$ cat src/rtl/core/rgbm_pkg.sv
// Shared constants and types for the RGB LED matrix scan driver.
package rgbm_pkg;

  // Default panel geometry.
  localparam int unsigned SHIFT_LENGTH_DEF  = 32;
  localparam int unsigned PANEL_COLUMNS_DEF = 16;

  // Field and register widths.
  localparam int unsigned COLOR_W        = 3;
  localparam int unsigned ROW_ADDR_W     = 3;
  localparam int unsigned PIXEL_HOLD_W   = 8;
  localparam int unsigned DISPLAY_HOLD_W = 10;
  localparam int unsigned APB_ADDR_W     = 3;
  localparam int unsigned APB_DATA_W     = 32;

  // Register reset values.
  localparam logic [PIXEL_HOLD_W-1:0]   PIXEL_HOLD_RST   = 8'd2;
  localparam logic [DISPLAY_HOLD_W-1:0] DISPLAY_HOLD_RST = 10'd200;

  // Item commands.
  localparam logic CMD_WRITE = 1'b0;
  localparam logic CMD_TICK  = 1'b1;

  // Register select, taken from the word address bit of paddr.
  localparam logic REG_PIXEL_HOLD   = 1'b0;
  localparam logic REG_DISPLAY_HOLD = 1'b1;

  typedef logic [COLOR_W-1:0] color_t;

  // Access control from the sequencer to the frame store.
  typedef struct packed {
    logic wr_en;
    logic wr_second;
    logic rd_en;
  } mem_ctrl_t;

endpackage

$ cat src/rtl/core/rgbm_frame_store.sv
// Frame store: two half-panel color memories with a clearing pass after reset.
module rgbm_frame_store #(
  parameter int unsigned SHIFT_LENGTH  = rgbm_pkg::SHIFT_LENGTH_DEF,
  parameter int unsigned PANEL_COLUMNS = rgbm_pkg::PANEL_COLUMNS_DEF
) (
  input  logic                                                 clk_i,
  input  logic                                                 rst_ni,
  input  rgbm_pkg::mem_ctrl_t                                  ctrl_i,
  input  logic [$clog2(SHIFT_LENGTH*(PANEL_COLUMNS/2))-1:0]    wr_addr_i,
  input  rgbm_pkg::color_t                                     wr_color_i,
  input  logic [$clog2(SHIFT_LENGTH*(PANEL_COLUMNS/2))-1:0]    rd_addr_i,
  output rgbm_pkg::color_t                                     rd_first_o,
  output rgbm_pkg::color_t                                     rd_second_o,
  output logic                                                 clearing_o
);
  import rgbm_pkg::*;

  localparam int unsigned HALF  = PANEL_COLUMNS / 2;
  localparam int unsigned DEPTH = SHIFT_LENGTH * HALF;
  localparam int unsigned AW    = $clog2(DEPTH);
  localparam logic [AW-1:0] CLR_LAST = AW'(DEPTH - 1);

  color_t mem_first_q  [DEPTH];
  color_t mem_second_q [DEPTH];
  color_t rd_first_q;
  color_t rd_second_q;

  logic          clearing_q;
  logic [AW-1:0] clr_addr_q;

  // Clearing pass: one entry of each half per cycle after reset.
  always_ff @(posedge clk_i or negedge rst_ni) begin
    if (!rst_ni) begin
      clearing_q <= 1'b1;
      clr_addr_q <= '0;
    end else if (clearing_q) begin
      clr_addr_q <= clr_addr_q + 1'b1;
      if (clr_addr_q == CLR_LAST) begin
        clearing_q <= 1'b0;
      end
    end
  end

  // Memory write port; the clearing pass has priority.
  always_ff @(posedge clk_i) begin
    if (clearing_q) begin
      mem_first_q[clr_addr_q]  <= '0;
      mem_second_q[clr_addr_q] <= '0;
    end else if (ctrl_i.wr_en) begin
      if (ctrl_i.wr_second) begin
        mem_second_q[wr_addr_i] <= wr_color_i;
      end else begin
        mem_first_q[wr_addr_i] <= wr_color_i;
      end
    end
  end

  // Registered read port; data holds while no read is issued.
  always_ff @(posedge clk_i) begin
    if (ctrl_i.rd_en) begin
      rd_first_q  <= mem_first_q[rd_addr_i];
      rd_second_q <= mem_second_q[rd_addr_i];
    end
  end

  assign rd_first_o  = rd_first_q;
  assign rd_second_o = rd_second_q;
  assign clearing_o  = clearing_q;

endmodule

$ cat src/rtl/core/rgb_led_matrix_scan_driver.sv
// Top level of the RGB LED matrix scan driver: sequencer, registers and output stage.
//
//   channel   direction  handshake                 payload
//   in        input      in_valid_i / in_stall_o   command, pixel_row, pixel_col, pixel_color
//   out       output     out_valid_o / out_stall_i panel colors, shift_clock, latch_strobe,
//                                                  output_enable, row_address
//   config    input      APB psel/penable/pwrite   pixel_hold_ticks, display_hold_ticks
//
// An item is taken every clock cycle while in_stall_o is low; a tick item shows its pin
// state in the next cycle, set by the single read port of the frame store and the output register.
// After reset the frame store clears all SHIFT_LENGTH * (PANEL_COLUMNS / 2) entries of each half
// (256 at the default size) while in_stall_o stays high; configuration writes still work.
// A stall on the output holds the result and stalls the input in the same cycle.
module rgb_led_matrix_scan_driver #(
  parameter int unsigned SHIFT_LENGTH  = rgbm_pkg::SHIFT_LENGTH_DEF,
  parameter int unsigned PANEL_COLUMNS = rgbm_pkg::PANEL_COLUMNS_DEF
) (
  input  logic                                   clk_i,
  input  logic                                   rst_ni,
  // Input item channel
  input  logic                                   in_valid_i,
  output logic                                   in_stall_o,
  input  logic                                   command_i,
  input  logic [$clog2(SHIFT_LENGTH)-1:0]        pixel_row_i,
  input  logic [$clog2(PANEL_COLUMNS)-1:0]       pixel_col_i,
  input  logic [rgbm_pkg::COLOR_W-1:0]           pixel_color_i,
  // Result item channel
  output logic                                   out_valid_o,
  input  logic                                   out_stall_i,
  output logic                                   red_first_o,
  output logic                                   green_first_o,
  output logic                                   blue_first_o,
  output logic                                   red_second_o,
  output logic                                   green_second_o,
  output logic                                   blue_second_o,
  output logic                                   shift_clock_o,
  output logic                                   latch_strobe_o,
  output logic                                   output_enable_o,
  output logic [rgbm_pkg::ROW_ADDR_W-1:0]        row_address_o,
  // Configuration port
  input  logic                                   psel,
  input  logic                                   penable,
  input  logic                                   pwrite,
  input  logic [rgbm_pkg::APB_ADDR_W-1:0]        paddr,
  input  logic [rgbm_pkg::APB_DATA_W-1:0]        pwdata,
  output logic [rgbm_pkg::APB_DATA_W-1:0]        prdata,
  output logic                                   pready
);
  import rgbm_pkg::*;

  localparam int unsigned HALF   = PANEL_COLUMNS / 2;
  localparam int unsigned DEPTH  = SHIFT_LENGTH * HALF;
  localparam int unsigned AW     = $clog2(DEPTH);
  localparam int unsigned ROW_W  = $clog2(SHIFT_LENGTH);
  localparam int unsigned COL_W  = $clog2(PANEL_COLUMNS);
  localparam int unsigned GRP_W  = (HALF > 1) ? $clog2(HALF) : 1;
  localparam int unsigned HOLD_W = DISPLAY_HOLD_W;

  localparam logic [ROW_W-1:0] POS_LAST    = ROW_W'(SHIFT_LENGTH - 1);
  localparam logic [GRP_W-1:0] GRP_LAST    = GRP_W'(HALF - 1);
  localparam logic [ROW_W:0]   ROW_LIMIT   = (ROW_W + 1)'(SHIFT_LENGTH);
  localparam logic [COL_W:0]   COL_LIMIT   = (COL_W + 1)'(2 * HALF);
  localparam logic [COL_W:0]   COL_HALF    = (COL_W + 1)'(HALF);

  // Scan phase codes.
  localparam logic [2:0] PH_SETUP   = 3'd0;
  localparam logic [2:0] PH_HOLD    = 3'd1;
  localparam logic [2:0] PH_CLOCK   = 3'd2;
  localparam logic [2:0] PH_LATCH   = 3'd3;
  localparam logic [2:0] PH_DISPLAY = 3'd4;

  // Configuration registers.
  logic [PIXEL_HOLD_W-1:0]   pixel_hold_q;
  logic [DISPLAY_HOLD_W-1:0] display_hold_q;
  logic                      cfg_write;

  assign cfg_write = psel & penable & pwrite;
  assign pready    = 1'b1;

  always_ff @(posedge clk_i or negedge rst_ni) begin
    if (!rst_ni) begin
      pixel_hold_q   <= PIXEL_HOLD_RST;
      display_hold_q <= DISPLAY_HOLD_RST;
    end else if (cfg_write) begin
      unique case (paddr[2])
        REG_PIXEL_HOLD:   pixel_hold_q   <= pwdata[PIXEL_HOLD_W-1:0];
        REG_DISPLAY_HOLD: display_hold_q <= pwdata[DISPLAY_HOLD_W-1:0];
        default:          pixel_hold_q   <= pixel_hold_q;
      endcase
    end
  end

  // Register read-back.
  always_comb begin
    prdata = '0;
    unique case (paddr[2])
      REG_PIXEL_HOLD:   prdata[PIXEL_HOLD_W-1:0]   = pixel_hold_q;
      REG_DISPLAY_HOLD: prdata[DISPLAY_HOLD_W-1:0] = display_hold_q;
      default:          prdata = '0;
    endcase
  end

  // Input handshake.
  logic clearing;
  logic out_valid_q;
  logic in_accept;
  logic tick_accept;
  logic write_accept;

  assign in_stall_o   = clearing | (out_valid_q & out_stall_i);
  assign in_accept    = in_valid_i & ~in_stall_o;
  assign tick_accept  = in_accept & (command_i == CMD_TICK);
  assign write_accept = in_accept & (command_i == CMD_WRITE);

  // Sequencer state.
  logic [2:0]        phase_q, phase_d;
  logic [GRP_W-1:0]  group_q, group_d;
  logic [ROW_W-1:0]  pos_q, pos_d;
  logic [HOLD_W-1:0] hold_q, hold_d;
  logic              clk_d, lat_d, oe_d, color_en_d;

  logic [HOLD_W:0]   hold_inc;
  logic              pixel_done;
  logic              display_done;
  logic [GRP_W-1:0]  group_next;
  logic [2:0]        shift_entry;

  assign hold_inc     = {1'b0, hold_q} + 1'b1;
  assign pixel_done   = hold_inc >= (HOLD_W + 1)'(pixel_hold_q);
  assign display_done = hold_inc >= (HOLD_W + 1)'(display_hold_q);
  assign group_next   = (group_q == GRP_LAST) ? '0 : group_q + 1'b1;
  assign shift_entry  = (pixel_hold_q != '0) ? PH_HOLD : PH_CLOCK;

  // Next state and pin state of one tick.
  always_comb begin
    phase_d    = phase_q;
    group_d    = group_q;
    pos_d      = pos_q;
    hold_d     = hold_q;
    clk_d      = 1'b0;
    lat_d      = 1'b0;
    oe_d       = 1'b1;
    color_en_d = 1'b0;
    unique case (phase_q)
      PH_HOLD: begin
        color_en_d = 1'b1;
        if (pixel_done) begin
          hold_d  = '0;
          phase_d = PH_CLOCK;
        end else begin
          hold_d = hold_inc[HOLD_W-1:0];
        end
      end
      PH_CLOCK: begin
        color_en_d = 1'b1;
        clk_d      = 1'b1;
        if (pos_q == POS_LAST) begin
          phase_d = PH_LATCH;
        end else begin
          pos_d   = pos_q + 1'b1;
          hold_d  = '0;
          phase_d = shift_entry;
        end
      end
      PH_LATCH: begin
        lat_d = 1'b1;
        if (display_hold_q != '0) begin
          hold_d  = '0;
          phase_d = PH_DISPLAY;
        end else begin
          group_d = group_next;
          pos_d   = '0;
          hold_d  = '0;
          phase_d = PH_SETUP;
        end
      end
      PH_DISPLAY: begin
        oe_d = 1'b0;
        if (display_done) begin
          group_d = group_next;
          pos_d   = '0;
          hold_d  = '0;
          phase_d = PH_SETUP;
        end else begin
          hold_d = hold_inc[HOLD_W-1:0];
        end
      end
      default: begin
        // Setup: blank, show shift position zero, then start shifting.
        color_en_d = 1'b1;
        pos_d      = '0;
        hold_d     = '0;
        phase_d    = shift_entry;
      end
    endcase
  end

  always_ff @(posedge clk_i or negedge rst_ni) begin
    if (!rst_ni) begin
      phase_q <= PH_SETUP;
      group_q <= '0;
      pos_q   <= '0;
      hold_q  <= '0;
    end else if (tick_accept) begin
      phase_q <= phase_d;
      group_q <= group_d;
      pos_q   <= pos_d;
      hold_q  <= hold_d;
    end
  end

  // Frame store addressing: row-major within each half of the panel.
  logic              wr_in_range;
  logic              wr_second;
  logic [COL_W:0]    col_ext;
  logic [COL_W:0]    col_in_half;
  logic [AW-1:0]     wr_addr;
  logic [AW-1:0]     rd_addr;
  mem_ctrl_t         mem_ctrl;
  color_t            rd_first;
  color_t            rd_second;

  assign col_ext     = {1'b0, pixel_col_i};
  assign wr_in_range = ({1'b0, pixel_row_i} < ROW_LIMIT) && (col_ext < COL_LIMIT);
  assign wr_second   = col_ext >= COL_HALF;
  assign col_in_half = wr_second ? (col_ext - COL_HALF) : col_ext;
  assign wr_addr     = AW'(pixel_row_i) * AW'(HALF) + AW'(col_in_half);
  assign rd_addr     = AW'(pos_q) * AW'(HALF) + AW'(group_q);

  assign mem_ctrl.wr_en     = write_accept & wr_in_range;
  assign mem_ctrl.wr_second = wr_second;
  assign mem_ctrl.rd_en     = tick_accept;

  rgbm_frame_store #(
    .SHIFT_LENGTH  (SHIFT_LENGTH),
    .PANEL_COLUMNS (PANEL_COLUMNS)
  ) u_frame_store (
    .clk_i       (clk_i),
    .rst_ni      (rst_ni),
    .ctrl_i      (mem_ctrl),
    .wr_addr_i   (wr_addr),
    .wr_color_i  (pixel_color_i),
    .rd_addr_i   (rd_addr),
    .rd_first_o  (rd_first),
    .rd_second_o (rd_second),
    .clearing_o  (clearing)
  );

  // Output register; the row address is the group the tick was taken in.
  logic                  clk_q, lat_q, oe_q, color_en_q;
  logic [ROW_ADDR_W-1:0] row_q;

  always_ff @(posedge clk_i or negedge rst_ni) begin
    if (!rst_ni) begin
      out_valid_q <= 1'b0;
    end else if (tick_accept) begin
      out_valid_q <= 1'b1;
    end else if (!out_stall_i) begin
      out_valid_q <= 1'b0;
    end
  end

  always_ff @(posedge clk_i) begin
    if (tick_accept) begin
      clk_q      <= clk_d;
      lat_q      <= lat_d;
      oe_q       <= oe_d;
      color_en_q <= color_en_d;
      row_q      <= ROW_ADDR_W'(group_q);
    end
  end

  // Colors are dark outside the setup and shifting phases.
  color_t first_color;
  color_t second_color;

  assign first_color  = rd_first & {COLOR_W{color_en_q}};
  assign second_color = rd_second & {COLOR_W{color_en_q}};

  assign out_valid_o     = out_valid_q;
  assign red_first_o     = first_color[0];
  assign green_first_o   = first_color[1];
  assign blue_first_o    = first_color[2];
  assign red_second_o    = second_color[0];
  assign green_second_o  = second_color[1];
  assign blue_second_o   = second_color[2];
  assign shift_clock_o   = clk_q;
  assign latch_strobe_o  = lat_q;
  assign output_enable_o = oe_q;
  assign row_address_o   = row_q;

  // No item enters while the frame store is being cleared.
  a_no_accept_while_clearing : assert property (
    @(posedge clk_i) disable iff (!rst_ni) clearing |-> in_stall_o
  ) else $error("item accepted during frame store clearing pass");

  // Every accepted tick yields a result in the next cycle.
  a_tick_gives_result : assert property (
    @(posedge clk_i) disable iff (!rst_ni) tick_accept |=> out_valid_o
  ) else $error("accepted tick produced no result");

  // A lit group shows no shift activity and dark color lines.
  a_lit_is_quiet : assert property (
    @(posedge clk_i) disable iff (!rst_ni)
    (out_valid_o && !output_enable_o) |->
      (!shift_clock_o && !latch_strobe_o && first_color == '0 && second_color == '0)
  ) else $error("activity on panel lines while group is lit");

  // Shift clock and latch never pulse together.
  a_clock_latch_apart : assert property (
    @(posedge clk_i) disable iff (!rst_ni)
    out_valid_o |-> !(shift_clock_o && latch_strobe_o)
  ) else $error("shift clock and latch high in the same tick");

endmodule

$ cat config.mk
export PLATFORM = sky130hd
export DESIGN_NAME = rgb_led_matrix_scan_driver
export DESIGN_NICKNAME = d
export VERILOG_FILES = /design/src/rtl/core/rgbm_pkg.sv /design/src/rtl/core/rgbm_frame_store.sv /design/src/rtl/core/rgb_led_matrix_scan_driver.sv
export SDC_FILE = /design/constraint.sdc
export NUM_CORES = 2
export LEC_CHECK = 0
export ABC_AREA = 1
export BUFFER_PORTS_ARGS = -buffer_cell sky130_fd_sc_hd__buf_2
export CAP_MARGIN = 20
export CORE_ASPECT_RATIO = 0.5
export CORE_MARGIN = 2
export CORE_UTILIZATION = 60
export CTS_BUF_LIST = sky130_fd_sc_hd__clkbuf_16
export CTS_CLUSTER_SIZE = 25
export DETAILED_ROUTE_END_ITERATION = 6
export PLACE_DENSITY_LB_ADDON = 0.08
export SLEW_MARGIN = 20
export SYNTH_ARGS = -nofsm -noshare
export SYNTH_HDL_FRONTEND = slang
export SYNTH_SLANG_ARGS = --single-unit
$ cat constraint.sdc
create_clock -name clk_i -period 13.1 [get_ports clk_i]
set_input_delay 2.62 -clock clk_i [delete_from_list [all_inputs] [get_ports clk_i]]
set_output_delay 2.62 -clock clk_i [all_outputs]
set_load 0.02 [all_outputs]
# --- After elaboration in Yosys (flattened, before gate mapping) ---
# Memories as Yosys holds them, arrays and structs flattened. A register that Yosys moved wholly into a read port is not among the register bits.
# Cells that the tools add are included.
classes:
  n_shift: 0
  multipliers: 0
  order_cmp: 4
  n_addsub: 7
  n_reduce_logical: 12
  n_div: 0
  bitwise: 14
  muxes: 45
  eq_ne: 12
ops:
  columns: ["operator", "n"]
  rows:
  - ["10-bit 2-to-1 mux", 3]
  - ["10-bit one-hot mux with 3 select lines", 1]
  - ["3-bit 2-to-1 mux", 8]
  - ["1-bit 2-to-1 mux", 20]
  - ["5-bit 2-to-1 mux", 4]
  - ["5-bit one-hot mux with 4 select lines", 1]
  - ["8-bit 2-to-1 mux", 2]
  - ["8-bit one-hot mux with 2 select lines", 1]
  - ["3-bit one-hot mux with 4 select lines", 1]
  - ["10-bit by 1-bit adder with 11-bit output (second input constant)", 1]
  - ["11-bit by 10-bit greater-or-equal comparator with 1-bit output", 1]
  - ["11-bit by 8-bit greater-or-equal comparator with 1-bit output", 1]
  - ["10-bit nonzero test", 1]
  - ["8-bit by 1-bit adder with 8-bit output (second input constant)", 1]
  - ["8-bit by 3-bit adder with 8-bit output", 1]
  - ["8-bit by 5-bit adder with 8-bit output", 1]
  - ["8-bit == test (second input constant)", 1]
  - ["2-bit inequality test (second input constant)", 4]
  - ["8-bit nonzero test", 1]
  - ["1-bit bitwise AND", 7]
  - ["3-bit bitwise AND", 2]
  - ["3-bit by 2-bit == test with 1-bit output (second input constant)", 2]
  - ["3-bit == test (second input constant)", 2]
  - ["2-bit 2-to-1 mux", 3]
  - ["other kinds (18)", 24]
word_totals:
  latchBits: 0
  mem_bits_rw: 1536
  output_inout_bits: 47
  ff_bits: 56
  romBits: 0
  wordCells: 110
  memories: 2
  in_bits: 55
mem_list:
  columns: ["memory", "words", "width", "rd", "rd_clocked_by_memory_dff", "wr", "line_no", "rtl"]
  rows:
  - ["u_frame_store.mem_first_q", 256, 3, 1, 1, 1, "rgbm_frame_store.sv:23", "color_t mem_first_q [DEPTH];"]
  - ["u_frame_store.mem_second_q", 256, 3, 1, 1, 1, "rgbm_frame_store.sv:24", "color_t mem_second_q [DEPTH];"]

# --- Longest topological paths before layout ---
logic_depth:
  word_depth: 11
  mapped_depth: 17
  depth_no_buf: 17

# --- Modules after synthesis ---
# From an unflattened synthesis, not the netlist that was laid out.
hier_totals:
  hier_cells: 6244
  area_unflattened_um2: 68435.6
modules_own_cells:
  columns: ["module", "seq_area_each_um2", "area_per_inst_um2", "instances", "cells_each"]
  rows:
  - ["rgbm_frame_store", 46530.9, 65112.4, 1, 5832]
  - ["rgb_led_matrix_scan_driver", 1216.2, 3323.2, 1, 412]

# --- Worst setup path before layout ---
# No wires, ideal clock.
synth_path:
  path_type: "in2reg"
  startpoint: "in out_stall_i"
  endpoint: "mem u_frame_store.mem_second_q[0][0] (netlist name) (data pin)"
  arrival_time_ns: 9.238
  path_buffers: 2
  setup_ns: 1.398
  path_stages: 7
  required_time_ns: 11.702
  setup_slack_ns: 2.464
  cell_sequence: "nand2_1 -> nand3_2 -> nor2_4 -> nand2_2 -> buf_6 -> buf_6 -> nor2_1"
synth_via:
  elab_chain_cells: 11
synth_lines:
  columns: ["element", "line_no", "rtl"]
  rows:
  - ["from (decl)", "rgb_led_matrix_scan_driver.sv:29", "input logic out_stall_i,"]
  - ["1-bit bitwise AND", "rgb_led_matrix_scan_driver.sv:110", "assign in_stall_o = clearing | (out_valid_q & out_stall_i);"]
  - ["1-bit OR", "rgb_led_matrix_scan_driver.sv:110", null]
  - ["1-bit inverter", "rgb_led_matrix_scan_driver.sv:111", "assign in_accept = in_valid_i & ~in_stall_o;"]
  - ["1-bit bitwise AND", "rgb_led_matrix_scan_driver.sv:111", null]
  - ["1-bit bitwise AND", "rgb_led_matrix_scan_driver.sv:113", "assign write_accept = in_accept & (command_i == CMD_WRITE);"]
  - ["1-bit bitwise AND", "rgb_led_matrix_scan_driver.sv:230", "assign mem_ctrl.wr_en = write_accept & wr_in_range;"]
  - ["1-bit 2-to-1 mux", "rgbm_frame_store.sv:49", "end else if (ctrl_i.wr_en) begin"]
  - ["1-bit 2-to-1 mux", "rgbm_frame_store.sv:46", "if (clearing_q) begin"]
  - ["1-bit 2-to-1 mux (not written as such)", "rgbm_frame_store.sv:51", "mem_second_q[wr_addr_i] <= wr_color_i;"]
  - ["3-bit OR reduction (no line)", null, null]
  - ["3-bit 2-to-1 mux (no line)", null, null]
  - ["to (decl)", "rgbm_frame_store.sv:24", null]
# No other way between the ends.

# --- Worst setup path in the final report ---
layout_path:
  startpoint: "in paddr[2] (netlist name)"
  endpoint: "out prdata[7] (netlist name)"
layout_via:
  elab_chain_cells: 2
layout_lines:
  columns: ["element", "line_no", "rtl"]
  rows:
  - ["from (decl)", "rgb_led_matrix_scan_driver.sv:44", "input logic [rgbm_pkg::APB_ADDR_W-1:0] paddr,"]
  - ["1-bit inverter (no line)", null, null]
  - ["8-bit one-hot mux with 2 select lines *", "rgb_led_matrix_scan_driver.sv:96", "unique case (paddr[2])"]
  - ["to (decl)", "rgb_led_matrix_scan_driver.sv:46", "output logic [rgbm_pkg::APB_DATA_W-1:0] prdata,"]
# Every way passes the cells marked *; elsewhere a longest branch is shown, timed or not.

==> impl_results.md <==
- Vias in the first global route: 44600
- Die ar.: 0.116 mm²
- HP Class: flip-flop to flip-flop
- Syn avg cell area: 11.0 µm²
- Most frequent CP cell: buf_2
- Cell Count, Final, Fillers Out: 7655
- CTS clock-pin slew for the worst setup and hold paths: 0.07 ns
- PortBufs: 54
- Relative slew slack: 0.230
- DRT iter0 DRCs: 5177
- Sequential-to-total area share from yosys stat: 0.705
- CTS tree: done
- Starting density of the core: 0.603
- Slowest stage delay, CP: 0.30 ns
- Post-Synthesis Cells: 6176
- Worst Skew: 0.0226 ns
- H-tree depth: 4
- Clk buf depth: 3
- First-pass GRT wire length: 259 mm
- ANT cells: 0
- Vias: 45800
- Gr ovfl total: 0
- Fillers: 8583
- Synthesized cell area: 0.0677 mm²
- Worst-skew pair later-pin latency: 0.78 ns
- CTS Buf Count: 140
- Area leader, netlist: edfxtp_1
- Max Slew Vio Count: 0
- Die X-Extent: 479 µm
- Via density: 5.98
- Synth cell types: 39
- Post-CTS setup buffers: 0
- Area of the core: 0.112 mm²
- Global-route usage over all layers: 0.299
- Crit path required time: 10.48 ns
- Post-Layout Inst Area: 0.0733 mm²
- Largest cells by area after synthesis: edfxtp_1, nand3_1, nand2_1, nor2_1, clkbuf_1
- # nets final: 6114
- Multi-input combinational cell area: 0.0179 mm²
- CTS Hold Bufs: 0
- Drt pass-1 iters: 6
- Setup tns final: 0 ns
- DPL Wire Length: 95.2 mm
- RSZ-0062 raised after global routing: no
- Clock sinks: 1598
- Final period utilization: 0.458
- DP Worst Slack: 6.62 ns
- Crit path kind: input pin to output pin
- Power Dens Cells: 181 mW/mm²
- Final Hold Vio Count: 0
- Fin crit period: 6.00 ns
- Worst EP arrival: 3.38 ns
- Post-cts sizing count: 0
- Crit path max fanout: 20
- Fmax achieved: 167 MHz
- Largest net degree at the start of global routing: 210
- DR WL/cell: 22.6 µm
- Cell row count: 87
- Die Height: 241 µm
- Final setup fails: 0
- Worst VDD drop: 0.200 mV
- Startpoint Class: input pin
- Io pins: 102
- Routed Antenna Nets: 0
- Max Cap Violations: 0
- Crit path capture type: output pin
- Commonest cells after routing, fill and taps aside: nand2_1, edfxtp_1, nand3_1
- Status: completed
- Residual DRC: 0
- Routed wire length: 173 mm
- CP Cell Sequence: buf_2 -> nand2_1 -> o21ai_0 -> buf_2
- Worst path slowest cell: buf_2
- Yosys warns: 0
- P&R area growth vs syn: 8.30%
- Most common cell after layout, fill and taps aside: nand2_1
- Post-synth top area share: 0.687
- Slew @ Worst Pin: 1.15 ns
- LEAKAGE: 25.3 nW
- Area after DPL: 0.0688 mm²
- DP Cell Count: 7403
- GPL Wtd Cong: 0.837
- Clk Tree Root Cell: clkbuf_16
- Register area: 0.0478 mm²
- Number of synthesized register bits: 1598
- Initial antenna violation count: 4
- Post-route setup slack: 7.10 ns
- Layout cells sized above 1: 0.0651
-- layer usage --
metal / vias up / GRT usage / wire length (µm)
met5: - / 0 / 0
met4: 0 / 0.106 / 5110
met3: 308 / 0.0570 / 15700
met2: 1996 / 0.500 / 82600
met1: 22400 / 0.398 / 69700
li1: 21100 / - / -
-- through the flow --
| stage | power, W | hold WS (ns) | util |
|---|---|---|---|
| finish | 0.0133 | 0.478 | 0.653 |
| global route | 0.0139 | 0.508 | 0.653 |
| CTS | 0.0133 | 0.474 | 0.653 |
| detailed placement | 0.00927 | 0.474 | 0.613 |
| global placement | 0.00918 | 0.469 | 0.613 |
| floorplan | 0.00823 | 0.449 | - |
-- worst paths after layout --
check	to	start	depth (start not counted)	slack (ns)
setup / recovery	prdata[7]	paddr[2]	4	7.10
hold / removal	u_frame_store.clearing_o	u_frame_store.clr_addr_q[7]	1	0.48
setup reg to reg	u_frame_store.rd_first_o[0]	group_q[0]	13	8.19
hold reg to reg	u_frame_store.clearing_o	u_frame_store.clr_addr_q[7]	1	0.48
max in group asynchronous	group_q[0]	rst_ni	2	10.61
min in group asynchronous	pixel_hold_q[0]	rst_ni	2	1.99
-- logic make-up after synthesis --
kind of cell	after synthesis	synth area share
AO/OA/AOI/OAI	101	0.00845
buffers and inverters	528	0.0323
flip-flops	1598	0.705
AND/OR/NAND/NOR	3904	0.246
XOR/XNOR	16	0.00207
other	2	0.000111
adder cells (fa/ha/maj)	27	0.00510
-- worst max-delay path, delay by kind of cell --
kind            cells  cell delay, ns
simple gates        1            0.10
compound gates      1            0.13
buf+inv             2            0.52
-- sequential cells by signal (all words and copies together), names as in the netlist, 3 cells and up --
register	cells
phase_q	3
hold_q	10
u_frame_store.mem_first_q	768
u_frame_store.rd_second_o	3
u_frame_store.rd_first_o	3
pos_q	5
pixel_hold_q	8
u_frame_store.clr_addr_q	8
u_frame_store.mem_second_q	768
group_q	3
row_address_o	3
display_hold_q	10
-- cells in the mapped netlist, drive strengths merged --
library cell  count
a21boi            1
a21o              6
a21oi            36
and3              1
buf             109
clkbuf          320
clkinv            1
conb              2
dfrtp            44
dfstp             5
edfxtp         1549
fa                1
ha               26
inv              98
nand2          1831
nand3          1453
nand4            19
nor2            584
nor3             13
o211ai            1
o21a              1
o21ai            55
o21bai            1
or2               3
xnor2             2
xor2             14
-- report_power, final --
group | internal, W | switching (W) | total, W
clock network | 0.00226 | 0.00182 | 0.00408
registers | 0.00560 | 0.0000624 | 0.00566
logic | 0.000979 | 0.00256 | 0.00354
total | 0.00884 | 0.00444 | 0.0133
-- final cells by class --
type                    instances  share of cell area
clock inverters               102             0.00994
inverters                      99             0.00548
flip-flops and latches       1598               0.652
well taps                    1513              0.0258
clock buffers                 150              0.0512
repair buffers                119              0.0114
multi-input cells            4074               0.245
No activity file was read; power rests on OpenSTA's default activity.
